===== config.mk =====
export PLATFORM = sky130hd
export DESIGN_NAME = pfa_ctrl
export DESIGN_NICKNAME = d
export VERILOG_FILES = /design/src/design/pfa_pkg.sv /design/src/design/pfa_ctrl.sv
export VERILOG_INCLUDE_DIRS = /design/src /design/src/design
export SDC_FILE = /design/constraint.sdc
export NUM_CORES = 1
export LEC_CHECK = 0
export ABC_AREA = 1
export BUFFER_PORTS_ARGS = -buffer_cell sky130_fd_sc_hd__buf_2
export CORE_MARGIN = 3
export CORE_UTILIZATION = 30
export DETAILED_ROUTE_END_ITERATION = 16
export GPL_TIMING_DRIVEN = 0
export PLACE_DENSITY = 0.56
export SLEW_MARGIN = 10
export SYNTH_ARGS = -nofsm -noshare
export SYNTH_HDL_FRONTEND = slang
export SYNTH_SLANG_ARGS = --single-unit
export TNS_END_PERCENT = 100

===== constraint.sdc =====
create_clock -name clk_i -period 3.53 [get_ports clk_i]
set_clock_uncertainty 0.1 [all_clocks]
set_input_delay 0.1765 -clock clk_i [delete_from_list [all_inputs] [get_ports clk_i]]
set_output_delay 0.1765 -clock clk_i [all_outputs]
set_load 0.05 [all_outputs]

===== src/design/prime_field_alu_254_unit_assert.svh =====
`ifndef PRIME_FIELD_ALU_254_UNIT_ASSERT_SVH
`define PRIME_FIELD_ALU_254_UNIT_ASSERT_SVH
// implication checked on every clock edge outside reset
`define PFA_ASSERT_IMP(lbl, ante, cons) \
  lbl: assert property (@(posedge clk_i) disable iff (!rst_ni) (ante) |-> (cons)) \
    else $error("assertion failed");
// next-cycle implication
`define PFA_ASSERT_NXT(lbl, ante, cons) \
  lbl: assert property (@(posedge clk_i) disable iff (!rst_ni) (ante) |=> (cons)) \
    else $error("assertion failed");
`endif


===== src/design/pfa_pkg.sv =====
package pfa_pkg;
  localparam logic [255:0] MOD_P =
    256'h30644e72e131a029b85045b68181585d97816a916871ca8d3c208c16d87cfd47;
  localparam logic [255:0] P_MINUS_2 =
    256'h30644e72e131a029b85045b68181585d97816a916871ca8d3c208c16d87cfd45;
  localparam logic [2:0] CMD_RED = 3'd0;
  localparam logic [2:0] CMD_ADD = 3'd1;
  localparam logic [2:0] CMD_SUB = 3'd2;
  localparam logic [2:0] CMD_MUL = 3'd3;
  localparam logic [2:0] CMD_DIV = 3'd4;
  localparam logic [2:0] CMD_POW = 3'd5;

  typedef enum logic [2:0] {
    OP_NONE, OP_LOAD, OP_RED, OP_ADD, OP_SUB, OP_MSTEP, OP_MDONE, OP_ZERO
  } dp_op_e;

  // datapath commands: op and selectors for multiplier operands
  typedef struct packed {
    dp_op_e     op;
    logic [1:0] msel; // 0: acc*acc, 1: acc*a, 2: a*b, 3: acc*b
    logic [7:0] bit_idx;
    logic [7:0] exp_idx;
    logic       mstart;
    logic       acc_one;  // acc <= 1
    logic       set_err;
  } dp_cmd_t;

  typedef struct packed {
    logic a_ge;
    logic b_ge;
    logic b_zero;
    logic e_bit;
    logic pm2_bit;
  } dp_sts_t;
endpackage


===== src/design/pfa_ctrl.sv =====
module pfa_ctrl (
  input  logic             clk_i,
  input  logic             rst_ni,
  input  logic             in_fire_i,
  input  logic [2:0]       cmd_i,
  input  logic             out_fire_i,
  input  pfa_pkg::dp_sts_t sts_i,
  output pfa_pkg::dp_cmd_t dcmd_o,
  output logic             busy_o,
  output logic             done_o
);
  typedef enum logic [3:0] {
    S_IDLE, S_LOAD, S_RED, S_EXEC, S_PSTART, S_SQ, S_SQRUN, S_MB, S_MBRUN,
    S_FIN, S_FINRUN, S_DONE
  } state_e;
  state_e state_q, ret_q;
  logic [2:0] cmd_q;
  logic [7:0] pbit_q, mbit_q;
  logic       inv_q;
  logic       done_q;

  assign busy_o = (state_q != S_IDLE);
  assign done_o = done_q;

  always_comb begin
    dcmd_o = '0;
    dcmd_o.op = pfa_pkg::OP_NONE;
    dcmd_o.bit_idx = pbit_q;
    dcmd_o.exp_idx = pbit_q;
    case (state_q)
      S_LOAD: dcmd_o.op = pfa_pkg::OP_LOAD;
      S_RED:  dcmd_o.op = pfa_pkg::OP_RED;
      S_EXEC: begin
        case (cmd_q)
          pfa_pkg::CMD_RED: dcmd_o.op = pfa_pkg::OP_NONE;
          pfa_pkg::CMD_ADD: dcmd_o.op = pfa_pkg::OP_ADD;
          pfa_pkg::CMD_SUB: dcmd_o.op = pfa_pkg::OP_SUB;
          pfa_pkg::CMD_MUL: begin dcmd_o.msel = 2'd2; dcmd_o.mstart = 1'b1; end
          pfa_pkg::CMD_DIV: begin
            dcmd_o.op = sts_i.b_zero ? pfa_pkg::OP_ZERO : pfa_pkg::OP_NONE;
            dcmd_o.set_err = sts_i.b_zero;
            dcmd_o.acc_one = 1'b1;
          end
          pfa_pkg::CMD_POW: dcmd_o.acc_one = 1'b1;
          default: dcmd_o.op = pfa_pkg::OP_ZERO;
        endcase
      end
      S_SQ: begin dcmd_o.msel = 2'd0; dcmd_o.mstart = 1'b1; end
      S_MB: begin dcmd_o.msel = inv_q ? 2'd3 : 2'd1; dcmd_o.mstart = 1'b1; end
      S_FIN: begin dcmd_o.msel = 2'd1; dcmd_o.mstart = 1'b1; end
      S_SQRUN, S_MBRUN, S_FINRUN: begin
        dcmd_o.bit_idx = mbit_q;
        dcmd_o.op = pfa_pkg::OP_MSTEP;
      end
      default: ;
    endcase
    if ((state_q == S_SQRUN || state_q == S_MBRUN || state_q == S_FINRUN)
        && mbit_q == 8'd0)
      dcmd_o.op = pfa_pkg::OP_MDONE;
  end

  // divide raises b to p-2, then multiplies the inverse by a
  logic ebit;
  assign ebit = inv_q ? sts_i.pm2_bit : sts_i.e_bit;

  always_ff @(posedge clk_i or negedge rst_ni) begin
    if (!rst_ni) begin
      state_q <= S_IDLE; ret_q <= S_IDLE; cmd_q <= '0;
      pbit_q <= '0; mbit_q <= '0; inv_q <= 1'b0; done_q <= 1'b0;
    end else begin
      if (out_fire_i) done_q <= 1'b0;
      case (state_q)
        S_IDLE: if (in_fire_i) begin cmd_q <= cmd_i; state_q <= S_LOAD; end
        S_LOAD: state_q <= S_RED;
        S_RED: if (!sts_i.a_ge && !sts_i.b_ge) state_q <= S_EXEC;
        S_EXEC: begin
          pbit_q <= 8'd255; mbit_q <= 8'd255;
          inv_q <= (cmd_q == pfa_pkg::CMD_DIV);
          case (cmd_q)
            pfa_pkg::CMD_MUL: begin ret_q <= S_DONE; state_q <= S_FINRUN; end
            pfa_pkg::CMD_DIV:
              state_q <= sts_i.b_zero ? S_DONE : S_SQ;
            pfa_pkg::CMD_POW: state_q <= S_SQ;
            default: state_q <= S_DONE;
          endcase
        end
        S_SQ: begin mbit_q <= 8'd255; state_q <= S_SQRUN; end
        S_MB: begin mbit_q <= 8'd255; state_q <= S_MBRUN; end
        S_SQRUN: begin
          mbit_q <= mbit_q - 8'd1;
          if (mbit_q == 8'd0) state_q <= ebit ? S_MB : S_PSTART;
        end
        S_MBRUN: begin
          mbit_q <= mbit_q - 8'd1;
          if (mbit_q == 8'd0) state_q <= S_PSTART;
        end
        S_PSTART: begin
          pbit_q <= pbit_q - 8'd1;
          if (pbit_q == 8'd0) state_q <= inv_q ? S_FIN : S_DONE;
          else state_q <= S_SQ;
        end
        S_FIN: begin mbit_q <= 8'd255; ret_q <= S_DONE; state_q <= S_FINRUN; end
        S_FINRUN: begin
          mbit_q <= mbit_q - 8'd1;
          if (mbit_q == 8'd0) state_q <= ret_q;
        end
        S_DONE: begin done_q <= 1'b1; state_q <= S_IDLE; end
        default: state_q <= S_IDLE;
      endcase
    end
  end

`include "prime_field_alu_254_unit_assert.svh"
  `PFA_ASSERT_IMP(a_idle_not_done, done_q, state_q == S_IDLE)
  `PFA_ASSERT_NXT(a_done_next, state_q == S_DONE, done_q)
  `PFA_ASSERT_IMP(a_exec_reduced, state_q == S_EXEC, !sts_i.a_ge && !sts_i.b_ge)
endmodule

==> results of run 1 <==
-- repair_timing --
| action | in CTS | in global routing |
|---|---|---|
| hold buffers | 2 | 0 |
| gates resized for setup | 0 | 0 |
| endpoints found under the hold margin | 27 | 0 |
-- cell families after synthesis --
logic type	count (synthesis)	share of synthesized area
compound gates	47	0.1427
simple gates	146	0.3552
buf+inv	43	0.1017
xor+xnor	1	0.004944
fa+ha+maj	4	0.02825
flops	26	0.3672
-- worst min path at each step --
stage                        start                     to  depth (start not counted)
after floorplan             rst_ni   cmd_q[0]$_DFFE_PN0P_                          0
after global placement      rst_ni  pbit_q[3]$_DFFE_PN0P_                          1
after detailed placement    rst_ni  pbit_q[5]$_DFFE_PN0P_                          1
after CTS                 cmd_i[0]   cmd_q[0]$_DFFE_PN0P_                          3
after global routing      cmd_i[1]   cmd_q[1]$_DFFE_PN0P_                          3
final                     cmd_i[2]   cmd_q[2]$_DFFE_PN0P_                          3
-- per-stage QoR --
stage	setup slack [ns]	total power, mW
3_3_place_gp	1.592	1.674
2_1_floorplan	1.206	1.404
3_5_place_dp	1.606	1.685
4_1_cts	1.292	1.944
5_1_grt	1.136	2.097
6_report	1.299	1.932
-- registers in the layout, indices dropped and copies added (netlist names) --
name,count
done_o,1
mbit_q,8
inv_q,1
cmd_q,3
state_q,4
ret_q,1
pbit_q,8
-- synth_stat cells --
library cell	number	area share
xor2_1	1	0.0049
buf_4	3	0.013
nand3_1	15	0.042
nor3_1	5	0.014
nand2_1	75	0.16
o22ai_1	1	0.0035
ha_1	4	0.028
inv_1	37	0.078
o21ai_1	7	0.020
nand4_1	3	0.011
nor2_2	3	0.011
nor2_4	1	0.0064
nand2_4	1	0.0064
dfrtp_1	26	0.37
o211ai_1	1	0.0042
o31ai_1	1	0.0042
a22oi_1	1	0.0042
nor2_1	37	0.078
inv_2	2	0.0042
o21a_1	1	0.0042
nor3b_1	1	0.0042
nand3_2	2	0.011
a21boi_0	1	0.0042
nand3b_1	2	0.0085
o221ai_1	1	0.0049
o21ai_0	26	0.073
buf_6	1	0.0064
and2_1	1	0.0035
a21oi_1	7	0.020
-- area by class of cell --
cell class	instances	area share
Multi-Input combinational cell	198	0.4400
Buffer	4	0.01580
Inverter	39	0.06846
Clock buffer	3	0.01931
Sequential cell	26	0.3043
Tap cell	72	0.04213
Timing Repair Buffer	39	0.09596
Clock inverter	1	0.01404
-- layer usage --
metal | up-vias | GRT usage | routed length, um
met5 | - | 0 | 0
li1 | 947 | - | -
met4 | 0 | 0.04309 | 53
met1 | 821 | 0.1835 | 2176
met2 | 39 | 0.2201 | 2128
met3 | 6 | 0.02480 | 220
-- where the power goes --
part | switching (mW) | total [mW] | leakage (nW) | internal [mW]
Sequential | 0.0946 | 0.487 | 0.276 | 0.392
Combinational | 0.889 | 1.19 | 0.785 | 0.304
Clock | 0.101 | 0.253 | 0.0357 | 0.152
Total | 1.08 | 1.93 | 1.10 | 0.848
-- worst register-to-register path: cells and delay by family, from the launching register on --
family	cells	cell delay, ns
and+or+nand+nor	4	0.66
DFF	1	0.39
AOI/OAI and AO/OA	1	0.27
adders and majority gates	1	0.15
buffers and inverters	1	0.12
==> results.sh, run 1 <==
export IMPL_status="complete, no violations"
export IMPL_post_cts_buffers=0
export IMPL_hold_viol=0
export IMPL_critPathKind="reg -> out"
export IMPL_drive_above_1_share=0.1742
export IMPL_antenna_found_initial=0
export IMPL_num_rows=27
export IMPL_die_area_mm2=0.006864
export IMPL_rrSetupSlack_ns=1.78
export IMPL_endpoint="dcmd_o[20]"
export IMPL_routed_wl_um=4579
export IMPL_dp_hpwl_um=3671
export IMPL_power_leakage_nw=1.097
export IMPL_whs_ns=0.03999
export IMPL_grt_pass1_vias=1656
export IMPL_cp_slowest_stage_delay_ns=0.44
export IMPL_cts_tree="done"
export IMPL_htreeDepth=1
export IMPL_setup_violations=0
export IMPL_yosysWarnings=0
export IMPL_place_area_mm2=0.002047
export IMPL_worstMarginPinSlew_ns=0.6181
export IMPL_fin_crit_ns=2.231
export IMPL_cp_common_cell="nand2_1"
export IMPL_crit_buf_inv=3
export IMPL_numCtsBuffers=3
export IMPL_ys_types=29
export IMPL_netlist_area_mm2=0.001772
export IMPL_regArea_um2=650.6
export IMPL_max_cap_viol_count=0
export IMPL_fin_util=0.3813
export IMPL_cp_start_kind="flop"
export IMPL_nFillCells=635
export IMPL_drtPass1Iterations=4
export IMPL_r2r_start="mbit_q[1]$_DFFE_PN0P_"
export IMPL_stdcell_area_mm2=0.002138
export IMPL_cts_clk_slew_worst_paths_ns=0.10
export IMPL_cp_slowest_cell="dfrtp_1"
export IMPL_period_share=0.6321
export IMPL_io_pins=38
export IMPL_wl_per_cell_um=11.99
export IMPL_drt_iter0_markers=125
export IMPL_place_congestion=0.8610
export IMPL_post_place_cells=376
export IMPL_syn_inst=267
export IMPL_die_h_um=82.85
export IMPL_synth_seq_cells=26
export IMPL_worst_r2r_endpoint="state_q[3]$_DFFE_PN0P_"
export IMPL_critical_path_depth=7
export IMPL_mostFrequentLayoutCell="nand2_1"
export IMPL_slew_headroom=0.5879
export IMPL_cts_sinks=26
export IMPL_reg2regPathDepth=7
export IMPL_layout_common_cells="75 x nand2_1, 37 x inv_1, 37 x nor2_1, 37 x buf_2"
export IMPL_clk_latency_ns=0.27
export IMPL_cp_arrival_ns=1.95
export IMPL_end_kind="output pin"
export IMPL_fmax_mhz=448.2
export IMPL_finalSetupTns_ns=0
export IMPL_via_per_inst=4.746
export IMPL_layout_nets=327
export IMPL_hold_class="in -> reg"
export IMPL_grt_use_total=0.1361
export IMPL_cp_max_fo=10
export IMPL_overflow=0
export IMPL_grt_max_degree=27
export IMPL_p_per_area_mw_per_mm2=903.5
export IMPL_crit_required_ns=3.25
export IMPL_num_vias=1813
export IMPL_crit_path_start="state_q[3]$_DFFE_PN0P_"
export IMPL_syn_nets=283
export IMPL_report_final_slew_viol_count=0
export IMPL_root_buffer="clkbuf_8"
export IMPL_finalNonFillerCells=382
export IMPL_start_util=0.3159
export IMPL_drc_errors=0
export IMPL_grt_pass1_wl_um=7810
export IMPL_multi_input_area_um2=940.9
export IMPL_dieWidth_um=82.85
export IMPL_drt_antenna_violating_nets=0
export IMPL_core_mm2=0.005608
export IMPL_n_antenna_cell=0
export IMPL_rsz0062_at_grt="no"
export IMPL_peakVddDrop_uv=573.0
export IMPL_port_buffers=37
export IMPL_synth_avg_cell_area_um2=6.636
export IMPL_area_delta_synth_final_pct=20.69
export IMPL_critPathTopFamily="buffers and inverters"
export IMPL_clk_path_buf_depth=2
export IMPL_yosysSeqAreaShare=0.3672
export IMPL_worstPathCellList="inv_2 > nand2_1 > nor2_1 > buf_4 > nand2_1 > o21ai_0 > buf_2"
Note: power is estimated with default switching activity, not from simulation.
==> inputs of run 2 (changes only) <==
PLACE_DENSITY = 0.58   (was 0.56)
clock period = 1.8 ns   (was 3.53 ns; I/O delays follow)
==> run 2 against run 1 <==
- the run now ends with setup timing left
- sequential share of layout area is 4.8 points lower
- non-clock buffer count up 20
- sequential cell count did not move
- combinational power grew to 2.5 times the previous value
- via count is 3.1% higher
- clock power up 58%
- design area up 20%
- utilization rose by 7.6 points
- critical path type unchanged
==> results.sh, run 2 (synthesized netlist as in run 1, its figures left out) <==
export IMPL_status="complete, but fails checks"
export IMPL_violations="setup timing"
export IMPL_drtPass1Iterations=4
export IMPL_place_congestion=0.8446
export IMPL_cts_tree="done"
export IMPL_worstPathCellList="nor2_4 > nand2_2 > nand3_4 > buf_6 > nand3_4 > o21a_1 > buf_6"
export IMPL_cp_slowest_cell="dfrtp_2"
export IMPL_dp_slack_ns=-0.05163
export IMPL_period_share=1.045
export IMPL_hold_end="cmd_q[2]$_DFFE_PN0P_"
export IMPL_regArea_um2=656.9
export IMPL_io_pins=38
export IMPL_end_kind="output pin"
export IMPL_place_area_mm2=0.002085
export IMPL_grt_pass1_vias=1797
export IMPL_overflow=0
export IMPL_drt_iter0_markers=94
export IMPL_hold_class="in -> reg"
export IMPL_nFillCells=592
export IMPL_fmax_mhz=531.8
export IMPL_antenna_found_initial=0
export IMPL_hold_path_depth=3
export IMPL_r2r_start="mbit_q[0]$_DFFE_PN0P_"
export IMPL_slew_headroom=0.5913
export IMPL_dieWidth_um=82.85
export IMPL_layout_nets=347
export IMPL_n_antenna_cell=0
export IMPL_num_vias=1870
export IMPL_hold_viol=0
export IMPL_layout_common_cells="62 x nand2_1, 36 x inv_1, 32 x nor2_1"
export IMPL_critPathKind="reg -> out"
export IMPL_area_delta_synth_final_pct=44.63
export IMPL_crit_buf_inv=2
export IMPL_power_leakage_nw=1.264
export IMPL_rrSetupSlack_ns=0.12
export IMPL_die_area_mm2=0.006864
export IMPL_rsz0062_at_grt="yes"
export IMPL_cts_clk_slew_worst_paths_ns=0.10
export IMPL_fin_crit_ns=1.881
export IMPL_worstMarginPinSlew_ns=0.6130
export IMPL_numCtsBuffers=3
export IMPL_drive_above_1_share=0.3333
export IMPL_reg2regPathDepth=8
export IMPL_clk_path_buf_depth=2
export IMPL_port_buffers=37
export IMPL_grt_max_degree=27
export IMPL_num_rows=27
export IMPL_reg_top3="mbit_q x8, pbit_q x8, state_q x4"
export IMPL_clk_latency_ns=0.28
export IMPL_drt_antenna_violating_nets=0
export IMPL_root_buffer="clkbuf_8"
export IMPL_grt_pass1_wl_um=8514
export IMPL_crit_required_ns=1.61
export IMPL_p_per_area_mw_per_mm2=1726
export IMPL_wl_per_cell_um=12.51
export IMPL_dp_hpwl_um=3607
export IMPL_routed_wl_um=5031
export IMPL_drc_errors=0
export IMPL_worst_slack_ns=-0.08054
export IMPL_critPathTopFamily="flip-flops"
export IMPL_stdcell_area_mm2=0.002562
export IMPL_cts_sinks=26
export IMPL_die_h_um=82.85
export IMPL_grt_use_total=0.1477
export IMPL_hold_start="in_fire_i"
export IMPL_mostFrequentLayoutCell="nand2_1"
export IMPL_core_mm2=0.005608
export IMPL_start_util=0.3159
export IMPL_multi_input_area_mm2=0.001101
export IMPL_setup_violations=10
export IMPL_cp_start_kind="flop"
export IMPL_htreeDepth=1
export IMPL_worst_r2r_endpoint="state_q[3]$_DFFE_PN0P_"
export IMPL_cp_arrival_ns=1.69
export IMPL_via_per_inst=4.652
export IMPL_report_final_slew_viol_count=0
export IMPL_peakVddDrop_uv=717.4
export IMPL_cp_slowest_stage_delay_ns=0.48
export IMPL_cp_max_fo=6
export IMPL_max_cap_viol_count=0
run 2: cell types whose count changed in the layout (fill, tap and decap cells not counted), sizes merged:
| cell | previous run | this run |
|---|---|---|
| clkbuf | 3 | 4 |
| buf | 41 | 58 |
| bufinv | 1 | 0 |
| dlygate4sd3 | 2 | 5 |
run 2: worst max path at each step:
stage | startpoint | endpoint | slack, ns | cells past startpoint
finish | state_q[0]$_DFFE_PN0P_ | dcmd_o[21] | -0.08 | 7
global route | state_q[3]$_DFFE_PN0P_ | dcmd_o[21] | -0.15 | 8
CTS | state_q[1]$_DFFE_PN0P_ | dcmd_o[21] | -0.07 | 8
detailed placement | state_q[3]$_DFFE_PN0P_ | dcmd_o[2] | -0.05 | 7
global placement | state_q[3]$_DFFE_PN0P_ | dcmd_o[20] | -0.06 | 7
floorplan | state_q[1]$_DFFE_PN0P_ | dcmd_o[11] | -0.08 | 6
run 2: metrics by stage:
stage          TNS (ns)    util  hold slack (ns)  std cells  power (mW)
6_report        -0.3708  0.4569          0.09331        402       4.424
5_1_grt          -1.334  0.4569           0.1394        402       4.747
4_1_cts         -0.3645  0.4427           0.1017        399       4.308
3_5_place_dp    -0.1726  0.3717          0.05071        376       3.379
3_3_place_gp    -0.2506  0.3717          0.03771        376       3.368
2_1_floorplan  -0.08179       -          -0.3056        267       2.837
run 2: repair_timing:
item	4_1_cts	5_1_grt
endpoints found under the setup margin	14	20
pin swaps	4	5
endpoints found under the hold margin	30	0
cloned	1	0
setup buffers	13	3
gates resized for setup	58	19
hold buffers	5	0
run 2: worst min-delay path, stage by stage:
cell     delay, ns
buf_2         0.10
nand2_1       0.16
a21oi_1       0.09
run 2: routing by layer:
metal	track usage	share of wire	up-vias
met5	0	0	-
met4	0.04309	0.012	0
met3	0.01687	0.029	5
met2	0.2354	0.48	40
met1	0.2104	0.48	844
li1	-	-	981
run 2: final cells by class:
type,count,area share
sequential,26,0.2563
clock buffer,4,0.02148
timing repair buffer,59,0.1807
tap,72,0.03516
multi-input combinational,198,0.4297
buffer,4,0.01758
inverter,39,0.05908
run 2: report_power, final:
part           switching (mW)  internal (mW)  leakage (nW)
Clock                   0.202          0.196        0.0288
Sequential              0.219          0.777         0.270
Combinational            1.97           1.06         0.965
